--- src/hdl/tens_pkg.sv ---
`default_nettype none
package tens_pkg;

	// field widths
	localparam int VW   = 24;        // vertex coordinate
	localparam int EW   = 25;        // edge component
	localparam int PRW  = 2 * EW;    // edge product
	localparam int PW   = PRW + 1;   // first cross product component
	localparam int LO_W = 26;        // low slice of a split product operand
	localparam int HPW  = 2 * EW;    // high partial product
	localparam int LPW  = LO_W + 1 + EW; // low partial product
	localparam int WW   = 78;        // second cross product component
	localparam int HW   = WW / 2;    // half word for the leading-one search
	localparam int LW   = 7;         // bit length of a magnitude
	localparam int CW   = 30;        // normalized magnitude
	localparam int SQW  = 2 * CW;    // square of a normalized magnitude
	localparam int SW   = SQW + 2;   // sum of three squares
	localparam int RW   = SW / 2;    // square root
	localparam int RMW  = RW + 3;    // square root remainder
	localparam int FRAC = 14;        // Q1.14 fraction bits
	localparam int QW   = FRAC + 1;  // quotient bits
	localparam int NW   = CW + FRAC + 1; // dividend
	localparam int DRW  = RW + 1;    // divider remainder
	localparam int OW   = 16;        // normal output width

	localparam logic [QW-1:0] ONE_Q  = QW'(1 << FRAC);
	localparam logic [1:0]    LAST_E = 2'd2;

	typedef logic signed [EW-1:0] edge_t;

	typedef struct packed {
		edge_t x;
		edge_t y;
		edge_t z;
	} evec_t;

	typedef struct packed {
		logic [1:0] idx;
		evec_t      b;
	} side_t;

	typedef struct packed {
		logic  valid;
		side_t side;
	} tag_t;

	typedef struct packed {
		logic signed [WW-1:0] x;
		logic signed [WW-1:0] y;
		logic signed [WW-1:0] z;
	} wvec_t;

	typedef struct packed {
		logic [2:0]          neg;
		logic                deg;
		logic [2:0][CW-1:0]  c;
	} nvec_t;

endpackage
`default_nettype wire

--- src/hdl/tens_issue.sv ---
`default_nettype none
module tens_issue (
	input  wire logic                      clk,
	input  wire logic                      arst_n,
	input  wire logic                      en,
	input  wire logic                      in_valid,
	output logic                           in_stall,
	input  wire logic signed [23:0]        ax,
	input  wire logic signed [23:0]        ay,
	input  wire logic signed [23:0]        az,
	input  wire logic signed [23:0]        bx,
	input  wire logic signed [23:0]        by,
	input  wire logic signed [23:0]        bz,
	input  wire logic signed [23:0]        cx,
	input  wire logic signed [23:0]        cy,
	input  wire logic signed [23:0]        cz,
	output tens_pkg::tag_t                 tag_s1,
	output tens_pkg::evec_t                a_s1
);
	import tens_pkg::*;

	logic       hold_q;
	logic [1:0] idx_q;
	evec_t      e0_q, e1_q, e2_q;
	evec_t      a_sel, b_sel;
	logic       take;
	logic       v_s1;
	side_t      sd_s1;

	// free the triangle buffer as its last edge leaves
	assign in_stall = hold_q && !(en && idx_q == LAST_E);
	assign take     = in_valid && !in_stall;

	always_ff @(posedge clk or negedge arst_n) begin
		if (!arst_n) begin
			hold_q <= 1'b0;
			idx_q  <= 2'd0;
		end else if (take) begin
			hold_q <= 1'b1;
			idx_q  <= 2'd0;
		end else if (en && hold_q) begin
			if (idx_q == LAST_E) hold_q <= 1'b0;
			idx_q <= idx_q + 2'd1;
		end
	end

	// edge vectors of the accepted triangle
	always_ff @(posedge clk) begin
		if (take) begin
			e0_q.x <= {bx[VW-1], bx} - {ax[VW-1], ax};
			e0_q.y <= {by[VW-1], by} - {ay[VW-1], ay};
			e0_q.z <= {bz[VW-1], bz} - {az[VW-1], az};
			e1_q.x <= {cx[VW-1], cx} - {bx[VW-1], bx};
			e1_q.y <= {cy[VW-1], cy} - {by[VW-1], by};
			e1_q.z <= {cz[VW-1], cz} - {bz[VW-1], bz};
			e2_q.x <= {ax[VW-1], ax} - {cx[VW-1], cx};
			e2_q.y <= {ay[VW-1], ay} - {cy[VW-1], cy};
			e2_q.z <= {az[VW-1], az} - {cz[VW-1], cz};
		end
	end

	// pick the edge and its successor
	always_comb begin
		unique case (idx_q)
			2'd0: begin
				b_sel = e0_q;
				a_sel = e1_q;
			end
			2'd1: begin
				b_sel = e1_q;
				a_sel = e2_q;
			end
			default: begin
				b_sel = e2_q;
				a_sel = e0_q;
			end
		endcase
	end

	always_ff @(posedge clk or negedge arst_n) begin
		if (!arst_n) v_s1 <= 1'b0;
		else if (en) v_s1 <= hold_q;
	end

	always_ff @(posedge clk) begin
		if (en) begin
			sd_s1.idx <= idx_q;
			sd_s1.b   <= b_sel;
			a_s1      <= a_sel;
		end
	end

	assign tag_s1.valid = v_s1;
	assign tag_s1.side  = sd_s1;

endmodule
`default_nettype wire

--- config.mk ---
export PLATFORM = sky130hd
export DESIGN_NAME = tens_issue
export DESIGN_NICKNAME = d
export VERILOG_FILES = /design/src/hdl/tens_pkg.sv /design/src/hdl/tens_issue.sv
export SDC_FILE = /design/constraint.sdc
export NUM_CORES = 1
export LEC_CHECK = 0
export BUFFER_PORTS_ARGS = -buffer_cell sky130_fd_sc_hd__buf_4
export CAP_MARGIN = 20
export CORE_UTILIZATION = 50
export DETAILED_ROUTE_END_ITERATION = 7
export PLACE_DENSITY = 0.8
export RECOVER_POWER = 50
export SLEW_MARGIN = 20
export SYNTH_ARGS = -nofsm -noshare
export SYNTH_HDL_FRONTEND = slang
export SYNTH_SLANG_ARGS = --single-unit
--- constraint.sdc ---
create_clock -name clk -period 13 [get_ports clk]
set_input_delay 2.6 -clock clk [delete_from_list [all_inputs] [get_ports clk]]
set_output_delay 2.6 -clock clk [all_outputs]
set_load 0.05 [all_outputs]
Word level (Yosys, flattened, before mapping). Cells that the tools add are included.

Reductions and logical operators: 10. Muxes and demuxes: 7. Eq/ne operators: 2. Add/sub/neg operators: 10.

Operator list (number): case mux 75 bit (2 select lines) (2); subtractor 24 x 24 -> 25 bit (9); logical AND 1 bit (4); 2-to-1 mux 2 bit (2); nonzero test 2 bit (2); 2-to-1 mux 1 bit (3); adder 2 x 1 -> 2 bit (second input constant) (1); equality test 2 x 1 -> 1 bit (second input constant) (1); equality test 2 bit (second input constant) (1); zero test 1 bit (2); zero test 2 bit (1); AND reduction 2 bit (1).

Output and inout bits: 154. Bits in registers: 381. Logic and storage cells: 48. Input port bits: 220.

Depth between registers and ports, before layout. Gate-level depths: netlist of run 1.

Word-level depth: 8. Mapped depth: 12. Gate-level depth less buffers: 12.

Worst setup path before layout of run 1. OpenSTA, ideal clock, no wires.

Path kind: input-to-reg. Start: input en. End: register e0_q[0] (netlist name), enable pin. Setup time: 0.836 ns. Setup slack: -0.982 ns. Stages: 2. Buffers on the path: 0. Required time: 12.164 ns. Data arrival time: 13.146 ns. Cell sequence: a21boi_0 -> nor2b_1.

Word-level cells in the longest chain between the ends: 5.

RTL lines: start: declaration (RTL line tens_issue.sv:5) `input wire logic en,`; logical AND 1 bit (RTL line tens_issue.sv:31) `assign in_stall = hold_q && !(en && idx_q == LAST_E);`; zero test 1 bit (RTL line tens_issue.sv:31); logical AND 1 bit (RTL line tens_issue.sv:31); zero test 1 bit (RTL line tens_issue.sv:32) `assign take = in_valid && !in_stall;`; logical AND 1 bit (RTL line tens_issue.sv:32); net take (RTL line tens_issue.sv:26) `logic take;`; end: declaration (RTL line tens_issue.sv:24) `evec_t e0_q, e1_q, e2_q;`.

The timed path passes the listed nets, and every way through them passes these cells. A chain may end at the register's enable or synchronous reset.

Final worst setup path of run 1.
Start: input en. End: output in_stall.

Word-level cells in the longest chain between the ends: 3.

RTL lines: logical AND 1 bit (RTL line tens_issue.sv:31); zero test 1 bit (RTL line tens_issue.sv:31); logical AND 1 bit (RTL line tens_issue.sv:31); end: declaration (RTL line tens_issue.sv:7) `output logic in_stall,`.

Every way passes these cells.

==> results of run 1 <==
## worst reg2reg max path: stages (launching register included)
cell,delay [ns]
dfrtp_1,0.40
inv_1,0.12
ha_1,1.36
nor2_4,0.44
clkbuf_1,2.97
nand2_1,0.41
nand2_1,0.19
## stage by stage
stage	instances	cell area, sq um	setup slack (ns)
after floorplan	2492	24910	3.643
after global placement	3479	28430	7.009
after detailed placement	3479	28430	7.005
after CTS	3553	29700	7.005
after global routing	3561	29330	5.742
final	3561	29330	6.353
## routing by layer
layer,GRT usage,up-vias,wire [um]
li1,-,9706,-
met4,0.1196,0,3043
met5,0,-,0
met3,0.02829,154,3775
met2,0.4210,751,31080
met1,0.3390,9372,27990
## placed cells by master, fill, tap and decap left out, types with 43 or more instances in the layout
master / n
nand2_1: 399
nor2_1: 84
edfxtp_1: 377
clkbuf_1: 104
a21oi_1: 173
xor2_1: 48
buf_4: 284
clkbuf_16: 43
a21o_1: 87
a22oi_1: 150
o21ai_0: 98
xnor2_1: 129
ha_1: 218
inv_1: 281
## cell usage after synthesis (26+ instances only)
| cell type | n |
|---|---|
| ha_1 | 219 |
| a22oi_1 | 150 |
| nor2_1 | 85 |
| o21bai_1 | 26 |
| xor2_1 | 48 |
| nand3_1 | 34 |
| edfxtp_1 | 377 |
| nor2b_1 | 34 |
| a21o_1 | 87 |
| a21oi_1 | 172 |
| o21ai_0 | 97 |
| inv_1 | 281 |
| xnor2_1 | 129 |
| clkbuf_1 | 59 |
| o21a_1 | 28 |
| nand2_1 | 399 |
## state kept, by name (all words and copies together), names as in the netlist
register,flops
e0_q,75
tag_s1,77
a_s1,75
hold_q,1
idx_q,2
e1_q,75
e2_q,75
v_s1,1
## area by class of cell
| type | instances | area [sq um] |
|---|---|---|
| flip-flops and latches | 381 | 11420 |
| clock inverters | 23 | 170.2 |
| multi-input cells | 1770 | 12210 |
| repair buffers | 383 | 2515 |
| clock buffers | 51 | 1106 |
| well taps | 664 | 830.8 |
| diodes | 8 | 20.02 |
| fillers | 4122 | 19730 |
| inverters | 281 | 1055 |
## cells by family after synthesis
logic type / share of synthesized area
buffers and inverters: 0.05154
multiplexers: 0.001658
XOR/XNOR: 0.06224
AO/OA/AOI/OAI: 0.1877
AND/OR/NAND/NOR: 0.1211
adder cells (fa/ha/maj): 0.1172
flip-flops: 0.4585
## worst max path at each step
stage / start / to / slack (ns) / cells after the start
3_3_place_gp: en / in_stall / 7.01 / 3
2_1_floorplan: en / e0_q[0]$_DFFE_PP_ / 3.64 / 2
4_1_cts: en / in_stall / 7.01 / 3
5_1_grt: en / idx_q[1]$_DFFE_PN0P_ / 5.74 / 4
3_5_place_dp: en / in_stall / 7.01 / 3
6_report: en / in_stall / 6.35 / 3
## report_power, final
part           total (W)  switching (W)  internal, W
logic            0.00243        0.00171     0.000717
registers        0.00192       0.000111      0.00181
clock network    0.00112       0.000476     0.000644
==> flow_metrics.py, run 1 <==
metrics = {
    "clocking": {
        "cts_tree": "built",
        "clock-root-buffer": "clkbuf_16",
        "cts.htree.levels": 2,
        "numClockSinks": 381,
        "clk_latency_ns": 0.57,
        "clkTransAtPathRegs_ns": 0.06,
        "clockBufferDepth": 3,
        "cts_setup_buffers": 0,
        "cts_buffers": 41,
        "cts_resized": 0,
        "hold_buffers": 0,
    },
    "timing": {
        "max_slew_margin": -1.823,
        "tns_ns": 0,
        "tightest_slew_ns": 4.234,
        "period_share": 0.5113,
        "slew_violations": 397,
        "max_freq_ghz": 0.1504,
        "finClkSkew_ns": 0.02033,
        "finalCriticalPeriod_ns": 6.647,
        "rsz0062_at_grt": "no",
        "timing.hold.ws_ns": 0.5151,
        "finalSetupViolCount": 0,
        "hold_viol_final": 0,
    },
    "power": {
        "p_per_area_nw_per_um2": 186.5,
        "power_w": 0.005470,
        "power.leakage_nw": 13.02,
        "ir_drop_mv": 0.1028,
    },
    "cells_and_area": {
        "nets": 3306,
        "area_delta_synth_final_pct": 17.74,
        "finish.utilization": 0.5978,
        "drive_gt1_frac": 0.1353,
    },
    "floorplan": {
        "core_sq_um": 49050,
        "num_rows": 81,
        "ios": 374,
        "dieArea_sq_um": 50710,
        "die_h_um": 225.2,
        "chipWidth_um": 225.2,
        "start_util": 0.5078,
    },
    "global_routing": {
        "grt_max_degree": 89,
        "globalRouteOverflowTotal": 0,
        "antenna_found_initial": 8,
        "grt_usage": 0.2560,
        "grt_pass1_vias": 19114,
        "grt_first_pass_wirelength_mm": 101.1,
    },
    "synthesis": {
        "syn_nets": 2940,
        "async_flop_share": 0.01050,
        "syn_area_sq_um": 24910,
        "synth_edf_count": 377,
        "synthCells": 2492,
        "synth_cell_type_count": 81,
        "seq_area_frac_synth": 0.4585,
        "synth_area_leaders": "edfxtp_1 (45%), ha_1 (11%), nand2_1 (6.0%)",
        "synth_top_area_frac": 0.4545,
        "ys.flop_type": "edfxtp_1",
        "syn_avg_cell_area_sq_um": 9.995,
        "synth-seq-cells": 381,
        "ys_warn_count": 0,
        "synth_area_leader_cell": "edfxtp_1",
    },
    "run": {
        "drv_cap": 6,
    },
    "status": {
        "status": "finished, violations left",
        "violations": "max-capacitance violations, max-slew violations",
    },
    "worst_hold_path": {
        "hold_class": "reg -> reg",
        "holdPathEnd": "v_s1$_DFFE_PN0P_",
        "min_path_cells": 1,
        "min_from": "v_s1$_DFFE_PN0P_",
    },
    "worst_setup_path": {
        "slowest_delay_ns": 0.83,
        "slowest_stage": "clkbuf_1",
        "crit_type": "in -> out",
        "end_kind": "primary output",
        "critPathBufInv": 2,
        "crit_family": "buffers and inverters",
        "startpoint_type": "input port",
        "regToRegSetupSlack_ns": 6.96,
        "required_ns": 10.40,
        "r2r_cells": 6,
        "worstReg2RegEnd": "tag_s1[6]$_DFFE_PP_",
        "worstPathArrival_ns": 4.05,
        "rr_startpoint": "idx_q[1]$_DFFE_PN0P_",
        "path_max_fanout": 21,
        "path_cells": "clkbuf_1, a21boi_0, buf_4",
    },
    "routing": {
        "wl_per_cell_um": 18.50,
        "detail-route-antenna-nets": 0,
        "vias": 19983,
        "drcViolationCount": 0,
        "drt_iter0_drc": 1645,
        "wl_mm": 65.89,
        "via_per_inst": 5.612,
        "first_pass_iters": 6,
    },
    "placed_design": {
        "hpwl_mm": 51.79,
        "gp_congestion": 0.9698,
        "io_buffer_count": 373,
    },
}
Note: power is estimated with default switching activity, not from simulation.
==> run 2, diff against run 1 <==
- clock period: 13 -> 6.45 ns (I/O delays scaled with it)
==> flow_metrics.py, run 2 (synthesis gave the netlist of run 1 again) <==
metrics = {
    "floorplan": {
        "ios": 374,
        "num_rows": 81,
        "dieArea_sq_um": 50710,
        "chipWidth_um": 225.2,
        "die_h_um": 225.2,
        "core_sq_um": 49050,
        "start_util": 0.5078,
    },
    "power": {
        "power.switching_w": 0.004718,
        "power.leakage_nw": 12.82,
        "p_per_area_nw_per_um2": 376.3,
        "power.internal_w": 0.006262,
        "pwr-share-seq": 0.354,
        "clkPwrFrac": 0.217,
        "swShare": 0.4297,
        "combPwrFrac": 0.429,
        "ir_drop_mv": 0.3100,
    },
    "clocking": {
        "cts_setup_buffers": 0,
        "clockBufferDepth": 3,
        "hold_buffers": 0,
        "clk_latency_ns": 0.58,
        "cts_buffers": 43,
        "clock-root-buffer": "clkbuf_16",
        "clkTransAtPathRegs_ns": 0.06,
        "cts_tree": "built",
        "numClockSinks": 381,
        "cts_resized": 0,
        "cts.htree.levels": 2,
    },
    "cells_and_area": {
        "drive_gt1_frac": 0.1109,
        "layout_common_cells": "nand2_1 (399), edfxtp_1 (377), inv_1 (281), ha_1 (217), buf_4 (205)",
        "multi_input_area_sq_um": 12210,
        "fillers": 4256,
        "final_common_cell": "nand2_1",
        "area_delta_synth_final_pct": 17.16,
        "diodes": 0,
        "largest_reg_flops": 77,
        "nets": 3307,
        "finish.utilization": 0.5949,
        "register_area_sq_um": 11420,
    },
    "timing": {
        "finalSetupViolCount": 0,
        "tns_ns": 0,
        "rsz0062_at_grt": "no",
        "slew_violations": 107,
        "finClkSkew_ns": 0.02346,
        "tightest_slew_ns": 1.827,
        "finalCriticalPeriod_ns": 4.654,
        "period_share": 0.7215,
        "max_freq_ghz": 0.2149,
        "fin_ws_ns": 1.796,
        "max_slew_margin": -0.2179,
        "hold_viol_final": 0,
    },
    "placed_design": {
        "dp_slack_ns": 2.149,
        "io_buffer_count": 373,
        "gp_congestion": 0.9747,
        "hpwl_mm": 53.30,
    },
    "routing": {
        "first_pass_iters": 7,
        "wl_per_cell_um": 19.25,
        "drcViolationCount": 0,
        "via_per_inst": 5.718,
        "vias": 20343,
        "detail-route-antenna-nets": 0,
        "wl_mm": 68.48,
        "drt_iter0_drc": 1501,
    },
    "worst_setup_path": {
        "required_ns": 6.67,
        "rr_startpoint": "idx_q[0]$_DFFE_PN0P_",
        "path_cells": "clkbuf_1, a21boi_0, nor2b_1, buf_4",
        "worstSetupStartpoint": "en",
        "worstPathArrival_ns": 4.87,
        "end_kind": "register",
        "slowest_delay_ns": 1.28,
        "slowest_stage": "clkbuf_1",
        "crit_type": "in -> reg",
        "path_max_fanout": 36,
        "startpoint_type": "input port",
    },
    "global_routing": {
        "globalRouteOverflowTotal": 0,
        "grt_max_degree": 119,
        "antenna_found_initial": 0,
        "grt_pass1_vias": 19584,
        "grt_usage": 0.2648,
        "grt_first_pass_wirelength_mm": 104.2,
    },
    "worst_hold_path": {
        "hold_class": "in -> async",
    },
    "status": {
        "status": "finished, violations left",
        "violations": "max-capacitance violations, max-slew violations",
    },
    "run": {
        "drv_cap": 3,
    },
}
run 2: area by class of cell:
| cell class | count | area share |
|---|---|---|
| multi-input cells | 1770 | 0.4185 |
| flip-flops and latches | 381 | 0.3914 |
| repair buffers | 382 | 0.07881 |
| clock buffers | 53 | 0.03889 |
| inverters | 281 | 0.03614 |
| well taps | 664 | 0.02847 |
| clock inverters | 27 | 0.007803 |
run 2: worst max-delay path, delay by kind of cell:
family	cells	cell delay, ns
buffers and inverters	2	1.90
and+or+nand+nor	1	1.23
AOI/OAI and AO/OA	1	0.40
run 2: routing by layer:
| layer | share of wire | global-route usage |
|---|---|---|
| met1 | 0.42 | 0.3427 |
| met2 | 0.47 | 0.4355 |
| met3 | 0.064 | 0.03794 |
| met4 | 0.052 | 0.1295 |
| met5 | 0 | 0 |
run 2: power by group through the flow:
stage / clock network (W) / logic (W) / registers, W
floorplan: 0 / 0.00215 / 0.00523
global placement: 0 / 0.00488 / 0.00392
detailed placement: 0 / 0.00500 / 0.00394
CTS: 0.00242 / 0.00501 / 0.00390
global route: 0.00251 / 0.00506 / 0.00394
finish: 0.00239 / 0.00471 / 0.00388
run 2: final timing paths:
check	slack [ns]	to	depth (start not counted)
worst min register to register	0.53	tag_s1[76]$_DFFE_PP_	0
worst max register to register	3.32	e2_q[51]$_DFFE_PP_	5
worst min-delay path	0.53	idx_q[0]$_DFFE_PN0P_	1
max in group asynchronous	5.72	hold_q$_DFFE_PN0P_	1
min in group clk	0.53	tag_s1[76]$_DFFE_PP_	0
worst max-delay path	1.80	e2_q[51]$_DFFE_PP_	4
run 2: stage by stage:
| stage | total power, W | instance area [sq um] | hold slack, ns | cells |
|---|---|---|---|---|
| floorplan | 0.007386 | 24920 | 0.4725 | 2492 |
| global placement | 0.008800 | 28450 | 0.4980 | 3477 |
| detailed placement | 0.008942 | 28450 | 0.5080 | 3477 |
| CTS | 0.01134 | 29810 | 0.4679 | 3557 |
| global route | 0.01151 | 29180 | 0.5310 | 3558 |
| finish | 0.01098 | 29180 | 0.5264 | 3558 |
